===== config.mk =====
export PLATFORM = sky130hd
export DESIGN_NAME = palmprint_direction_coder
export DESIGN_NICKNAME = d
export VERILOG_FILES = /design/src/rtl/core/pdc_pkg.sv /design/src/rtl/core/pdc_cell.sv /design/src/rtl/core/pdc_packer.sv /design/src/rtl/core/palmprint_direction_coder.sv
export VERILOG_INCLUDE_DIRS = /design/src /design/src/rtl/core
export SDC_FILE = /design/constraint.sdc
export NUM_CORES = 2
export LEC_CHECK = 0
export ABC_CLOCK_PERIOD_IN_PS = 38400
export BUFFER_PORTS_ARGS = -buffer_cell sky130_fd_sc_hd__buf_4
export CAP_MARGIN = 20
export CORE_MARGIN = 2
export CORE_UTILIZATION = 65
export CTS_BUF_LIST = sky130_fd_sc_hd__clkbuf_2
export CTS_CLUSTER_SIZE = 12
export DETAILED_ROUTE_END_ITERATION = 8
export PLACE_DENSITY = 0.83
export SETUP_SLACK_MARGIN = 0.15
export SLEW_MARGIN = 20
export SYNTH_ARGS = -nofsm -noshare
export SYNTH_HDL_FRONTEND = slang
export SYNTH_HIERARCHICAL = 1
export SYNTH_SLANG_ARGS = --single-unit

===== constraint.sdc =====
create_clock -name clk -period 38.4 [get_ports clk]
set_input_delay 3.84 -clock clk [delete_from_list [all_inputs] [get_ports clk]]
set_output_delay 3.84 -clock clk [all_outputs]
set_load 0.02 [all_outputs]

===== src/rtl/core/palmprint_direction_coder_defines.svh =====
// Assertion macros for the direction coder RTL (used by pdc_packer).
// Each expects clk and arst_n in scope.
`ifndef PALMPRINT_DIRECTION_CODER_DEFINES_SVH
`define PALMPRINT_DIRECTION_CODER_DEFINES_SVH

// Same-cycle implication.
`define PDC_ASSERT_NOW(name, ante, cons, msg) \
	name: assert property (@(posedge clk) disable iff (!arst_n) (ante) |-> (cons)) \
		else $error(msg);

// Next-cycle implication.
`define PDC_ASSERT_NEXT(name, ante, cons, msg) \
	name: assert property (@(posedge clk) disable iff (!arst_n) (ante) |=> (cons)) \
		else $error(msg);

`endif


===== src/rtl/core/pdc_pkg.sv =====
`timescale 1ns / 1ps

package pdc_pkg;

	localparam int MAX_DIRS   = 8;
	localparam int RESP_W     = 16;
	localparam int DIR_W      = 3;
	localparam int CFG_W      = 4;
	localparam int CNT_W      = 2;
	localparam int NIB_W      = 4;

	localparam logic [CFG_W-1:0] DIRS_RESET = 4'd6;
	localparam logic [CFG_W-1:0] DIRS_MIN   = 4'd2;
	localparam logic [CFG_W-1:0] DIRS_MAX   = 4'd8;
	localparam logic [CNT_W-1:0] CNT_FULL   = 2'd3;

	typedef logic [MAX_DIRS-1:0][RESP_W-1:0] resp_arr_t;

	// One slot of the argmax chain.
	typedef struct packed {
		logic             valid;
		logic [DIR_W-1:0] best;
		logic [RESP_W-1:0] best_val;
		resp_arr_t        resp;
		logic             last;
	} pdc_stage_t;

endpackage


===== src/rtl/core/pdc_cell.sv =====
`timescale 1ns / 1ps

// One argmax cell: checks its own direction against the running best.
module pdc_cell (
	input  logic                          clk,
	input  logic                          arst_n,
	input  logic                          adv,
	input  logic [pdc_pkg::DIR_W-1:0]     idx,
	input  logic [pdc_pkg::CFG_W-1:0]     n_act,
	input  pdc_pkg::pdc_stage_t           stage_in,
	output pdc_pkg::pdc_stage_t           stage_out
);

	logic                          valid_q;
	pdc_pkg::pdc_stage_t           data_q;
	pdc_pkg::pdc_stage_t           nxt;
	logic                          take;

	// strict greater keeps the lower index on ties
	assign take = ({1'b0, idx} < n_act) && (stage_in.resp[idx] > stage_in.best_val);

	always_comb begin
		nxt = stage_in;
		if (take) begin
			nxt.best     = idx;
			nxt.best_val = stage_in.resp[idx];
		end
	end

	always_ff @(posedge clk or negedge arst_n) begin
		if (!arst_n) begin
			valid_q <= 1'b0;
		end else if (adv) begin
			valid_q <= stage_in.valid;
		end
	end

	always_ff @(posedge clk) begin
		if (adv) begin
			data_q <= nxt;
		end
	end

	always_comb begin
		stage_out       = data_q;
		stage_out.valid = valid_q;
	end

endmodule


===== src/rtl/core/pdc_packer.sv =====
`timescale 1ns / 1ps

`include "palmprint_direction_coder_defines.svh"

// Side bit, nibble packing and the output register.
module pdc_packer (
	input  logic                          clk,
	input  logic                          arst_n,
	input  logic                          adv,
	input  logic [pdc_pkg::CFG_W-1:0]     n_act,
	input  pdc_pkg::pdc_stage_t           stage_in,
	output logic                          out_valid,
	output logic [pdc_pkg::DIR_W-1:0]     direction,
	output logic                          side_bit,
	output logic [pdc_pkg::NIB_W-1:0]     packed_nibble,
	output logic                          nibble_valid,
	output logic                          end_of_image
);

	logic [pdc_pkg::NIB_W-1:0] acc_q;
	logic [pdc_pkg::CNT_W-1:0] cnt_q;
	logic                      out_valid_q;
	logic [pdc_pkg::DIR_W-1:0] dir_q;
	logic                      side_q;
	logic [pdc_pkg::NIB_W-1:0] nib_q;
	logic                      nib_valid_q;
	logic                      eoi_q;

	logic [pdc_pkg::DIR_W-1:0] last_dir;
	logic [pdc_pkg::DIR_W-1:0] next_dir;
	logic [pdc_pkg::DIR_W-1:0] prev_dir;
	logic                      side;
	logic [pdc_pkg::NIB_W-1:0] acc_new;
	logic                      flush;
	logic                      load;

	assign last_dir = pdc_pkg::DIR_W'(n_act - 4'd1);
	assign next_dir = (stage_in.best == last_dir) ? '0 : stage_in.best + 3'd1;
	assign prev_dir = (stage_in.best == '0) ? last_dir : stage_in.best - 3'd1;
	assign side     = stage_in.resp[next_dir] >= stage_in.resp[prev_dir];

	// earliest pixel lands in bit 3
	assign acc_new = acc_q | (pdc_pkg::NIB_W'(side) << (pdc_pkg::CNT_FULL - cnt_q));
	assign flush   = (cnt_q == pdc_pkg::CNT_FULL) || stage_in.last;
	assign load    = adv && stage_in.valid;

	always_ff @(posedge clk or negedge arst_n) begin
		if (!arst_n) begin
			acc_q       <= '0;
			cnt_q       <= '0;
			out_valid_q <= 1'b0;
		end else if (adv) begin
			out_valid_q <= stage_in.valid;
			if (stage_in.valid) begin
				if (flush) begin
					acc_q <= '0;
					cnt_q <= '0;
				end else begin
					acc_q <= acc_new;
					cnt_q <= cnt_q + 2'd1;
				end
			end
		end
	end

	always_ff @(posedge clk) begin
		if (load) begin
			dir_q       <= stage_in.best;
			side_q      <= side;
			nib_q       <= flush ? acc_new : '0;
			nib_valid_q <= flush;
			eoi_q       <= stage_in.last;
		end
	end

	assign out_valid     = out_valid_q;
	assign direction     = dir_q;
	assign side_bit      = side_q;
	assign packed_nibble = nib_q;
	assign nibble_valid  = nib_valid_q;
	assign end_of_image  = eoi_q;

	`PDC_ASSERT_NOW(a_nib_zero, out_valid_q && !nib_valid_q, nib_q == '0, "partial nibble leaked")
	`PDC_ASSERT_NEXT(a_flush_clr, load && stage_in.last, {cnt_q, acc_q} == '0, "flush did not clear")
	`PDC_ASSERT_NOW(a_dir_range, out_valid_q, {1'b0, dir_q} < n_act, "direction beyond active count")

endmodule


===== src/rtl/core/palmprint_direction_coder.sv =====
`timescale 1ns / 1ps

// Palmprint direction coder. Each transfer on the input carries one pixel's
// eight filter responses; each output transfer carries its dominant direction
// (lowest index on ties), the side bit (next direction's response >= previous,
// cyclic over the active count), and every fourth pixel or at the last pixel
// of an image a packed nibble of side bits with the earliest pixel in bit 3.
// One pixel per clock is sustained while the output is not stalled; a result
// passes seven argmax cells, one per direction above 0, then the packing/output
// register. A stall on the output freezes the whole chain.
// directions_in_use (reset 6, clamped to 2..8) may only be written while idle.
module palmprint_direction_coder (
	input  logic                          clk,
	input  logic                          arst_n,
	input  logic                          cfg_we,
	input  logic [pdc_pkg::CFG_W-1:0]     cfg_wdata,
	input  logic                          in_valid,
	output logic                          in_stall,
	input  logic [pdc_pkg::RESP_W-1:0]    response_0,
	input  logic [pdc_pkg::RESP_W-1:0]    response_1,
	input  logic [pdc_pkg::RESP_W-1:0]    response_2,
	input  logic [pdc_pkg::RESP_W-1:0]    response_3,
	input  logic [pdc_pkg::RESP_W-1:0]    response_4,
	input  logic [pdc_pkg::RESP_W-1:0]    response_5,
	input  logic [pdc_pkg::RESP_W-1:0]    response_6,
	input  logic [pdc_pkg::RESP_W-1:0]    response_7,
	input  logic                          last_pixel,
	output logic                          out_valid,
	input  logic                          out_stall,
	output logic [pdc_pkg::DIR_W-1:0]     direction,
	output logic                          side_bit,
	output logic [pdc_pkg::NIB_W-1:0]     packed_nibble,
	output logic                          nibble_valid,
	output logic                          end_of_image
);

	logic [pdc_pkg::CFG_W-1:0] dirs_q;
	logic [pdc_pkg::CFG_W-1:0] n_act;
	logic                      adv;

	pdc_pkg::pdc_stage_t st [pdc_pkg::MAX_DIRS];

	// direction count register, clamped on use
	always_ff @(posedge clk or negedge arst_n) begin
		if (!arst_n) begin
			dirs_q <= pdc_pkg::DIRS_RESET;
		end else if (cfg_we) begin
			dirs_q <= cfg_wdata;
		end
	end

	always_comb begin
		n_act = dirs_q;
		if (dirs_q < pdc_pkg::DIRS_MIN) begin
			n_act = pdc_pkg::DIRS_MIN;
		end else if (dirs_q > pdc_pkg::DIRS_MAX) begin
			n_act = pdc_pkg::DIRS_MAX;
		end
	end

	// chain moves unless a finished result is held by the sink
	assign adv      = !(out_valid && out_stall);
	assign in_stall = !adv;

	// head of the chain: direction 0 is the initial best
	always_comb begin
		st[0].valid    = in_valid;
		st[0].resp[0]  = response_0;
		st[0].resp[1]  = response_1;
		st[0].resp[2]  = response_2;
		st[0].resp[3]  = response_3;
		st[0].resp[4]  = response_4;
		st[0].resp[5]  = response_5;
		st[0].resp[6]  = response_6;
		st[0].resp[7]  = response_7;
		st[0].best     = '0;
		st[0].best_val = response_0;
		st[0].last     = last_pixel;
	end

	for (genvar d = 1; d < pdc_pkg::MAX_DIRS; d++) begin : g_cell
		pdc_cell u_cell (
			.clk       (clk),
			.arst_n    (arst_n),
			.adv       (adv),
			.idx       (pdc_pkg::DIR_W'(d)),
			.n_act     (n_act),
			.stage_in  (st[d-1]),
			.stage_out (st[d])
		);
	end

	pdc_packer u_packer (
		.clk           (clk),
		.arst_n        (arst_n),
		.adv           (adv),
		.n_act         (n_act),
		.stage_in      (st[pdc_pkg::MAX_DIRS-1]),
		.out_valid     (out_valid),
		.direction     (direction),
		.side_bit      (side_bit),
		.packed_nibble (packed_nibble),
		.nibble_valid  (nibble_valid),
		.end_of_image  (end_of_image)
	);

endmodule


==> out/metrics.cfg <==
[yosys]
syn_inst = 2780
ys_warn_count = 6
synthesis.area_mm2 = 0.04751
synth.avg_cell_area_um2 = 17.09

[finish]
fin_nets = 3347
multi_input_area_mm2 = 0.01473
design_area_mm2 = 0.05146
final-instance-count-excl-fill = 4221
area_growth_pct = 8.328
nFillCells = 4524
seq_area_mm2 = 0.03138
drive_gt1_share_pct = 29.33

[clock_network]
clock_latency_ns = 1.51
clk_path_buf_depth = 3
cts_sinks = 1048
cts-hold-fix-buffers = 0
clkTransAtPathRegs_ns = 0.10
cts_buffers = 241
cts_tree = built
cts_htree_levels = 4
clockRootBuffer = clkbuf_2
post_cts_resized = 0
postCtsSetupBuffers = 0

[detailed_routing]
routed_wirelength_um = 102500
ant_nets = 0
highest_layer = met4
wl_met1_um = 40640
wl_met3_um = 7507
via_count = 26880
dr.pass1.iters = 8
drt-wirelength-per-cell_um = 24.29
routed-wl-met2_um = 51200
vias_per_cell = 6.367
drtIter0Drc = 2831
drcViolationCount = 0

[power]
p_int_mw = 2.867
clkPwrFrac_pct = 16.0
ir_drop_v = 0.00005239
p_leak_nw = 19.76
finalPower_mw = 4.389
seq_power_share_pct = 50.7
cellPowerDensity_mw_per_mm2 = 85.30
swShare_pct = 34.68
combinationalPowerShare_pct = 33.3
power_switching_mw = 1.522

[place]
gp_congestion = 0.9088
placed_cell_area_mm2 = 0.04916
port_buffers = 149
hpwl_um = 74230
dp.cells = 3778

[worst_setup_path]
crit_chain = buf_4 > nand2_4 > inv_1 > buf_4
cp_data_required_time_ns = 34.56
worst_path_most_repeated_cell = buf_4
crit_slowest_cell = nand2_4
cpPeakStageDelay_ns = 0.38
critPathLaunchType = primary input
crit_arrival_ns = 4.62
cp_num_cells = 4
crit_fanout = 34
path_delay_family = buffers and inverters
critical_path_class = primary input to primary output
worstSetupEndpointType = primary output
reg2reg_depth = 17
cp.buffers_inverters = 3

[global_route]
grt_overflow = 0
antenna_found_initial = 1
grt_pass1_wl_um = 157500
grt_usage_pct = 27.85
grt_max_degree = 204
first_global_vias = 27170

[die]
core.rowCount = 99
die_h_um = 274.3
initial_utilization_pct = 65.33
core_mm2 = 0.07271
dieArea_mm2 = 0.07527
die_x_um = 274.3
ios = 150

[timing]
setup_viol_count_final = 0
worstMarginPinSlew_ns = 1.066
drv_slew = 0
skew_ns = 0.1259
rsz0062_at_grt = false
fin_setup_tns_ns = 0
min_period_ns = 8.465
max_freq_ghz = 0.1181
max_slew_margin_pct = 28.94
post-route-period-util_pct = 22.04
final-hold-violation-count = 0

[min_path]
holdCritPathClass = flip-flop to flip-flop
worstHoldPathCells = 0

[run_status]
status = finished, final reports clean

[run]
maxCapViolations = 0

==> cell usage in the layout (no fill, tap or decap), drive strengths merged, types with 14 or more instances in the layout <==
cell type	count
a21oi	115
buf	175
edfxtp	1030
mux2	95
a22o	34
clkinv	95
nor3	14
nor2	89
nand4	84
mux4	272
mux2i	26
conb	41
clkbuf	338
o32ai	64
and4	16
ha	147
inv	140
dfrtp	16
o21ai	58
nand2	231
nand3	34
==> flip-flops by register name, indices dropped and copies added (netlist names) <==
| name | flops |
|---|---|
| dirs_q | 4 |
| g_cell.u_cell/stage_out | 1020 |
| g_cell.u_cell/valid_q | 7 |
| u_packer/acc_q | 4 |
| u_packer/cnt_q | 2 |
| u_packer/direction | 3 |
| u_packer/end_of_image | 1 |
| u_packer/nibble_valid | 1 |
| u_packer/out_valid | 1 |
| u_packer/packed_nibble | 4 |
| u_packer/side_bit | 1 |
==> power by group through the flow <==
stage / clock (mW) / sequential (mW) / combinational (mW)
final: 0.701 / 2.23 / 1.46
after global routing: 0.772 / 2.27 / 1.60
after CTS: 0.721 / 2.22 / 1.46
after detailed placement: 0 / 2.25 / 1.45
after global placement: 0 / 2.19 / 1.39
after floorplan: 0 / 2.39 / 1.16
==> final cells by class <==
type,count,share of cell area (%)
Sequential cell,1048,60.98
Clock inverter,102,1.135
Timing Repair Buffer,175,2.606
Clock buffer,338,3.287
Inverter,139,1.014
Multi-Input combinational cell,1457,28.63
Tap cell,959,2.332
Antenna cell,3,0.01459
==> path summary, 6_finish.rpt <==
path	startpoint	end	slack (ns)
min	g_cell[5].u_cell/stage_out[14]	g_cell[6].u_cell/stage_out[14]	0.40
max reg2reg	dirs_q[3]	u_packer/packed_nibble[0]	32.13
min reg2reg	g_cell[5].u_cell/stage_out[14]	g_cell[6].u_cell/stage_out[14]	0.40
max in group asynchronous	arst_n	dirs_q[2]	35.91
min in group asynchronous	arst_n	dirs_q[0]	2.24
max	out_stall	in_stall	29.94
==> per-stage QoR <==
step	hold WS (ns)	setup slack, ns	utilization, %
after detailed placement	0.4062	29.72	67.61
after global routing	0.3934	29.88	70.77
after floorplan	0.4003	5.463	-
final	0.3975	29.94	70.78
after global placement	0.4123	29.93	67.61
after CTS	0.3857	29.91	70.74
==> worst register-to-register path, cell delays in order (launching register included) <==
cell	delay, ns
dfrtp_1	0.39
buf_4	0.20
nor3b_2	0.20
buf_4	0.26
inv_1	0.07
ha_1	0.35
xnor2_1	0.14
nor2_1	0.49
a21o_2	0.72
buf_4	0.51
mux2_1	0.39
mux4_2	0.45
ha_1	0.33
a41o_1	0.25
a21oi_1	0.25
nor3_1	0.07
or4_1	0.67
a22o_1	0.27
==> routing by layer <==
layer	vias to the layer above	GRT usage, %
met3	206	5.009
met5	-	0
met4	0	10.76
li1	11890	-
met1	13450	38.06
met2	1333	45.35
Note: power is estimated with default switching activity, not from simulation.
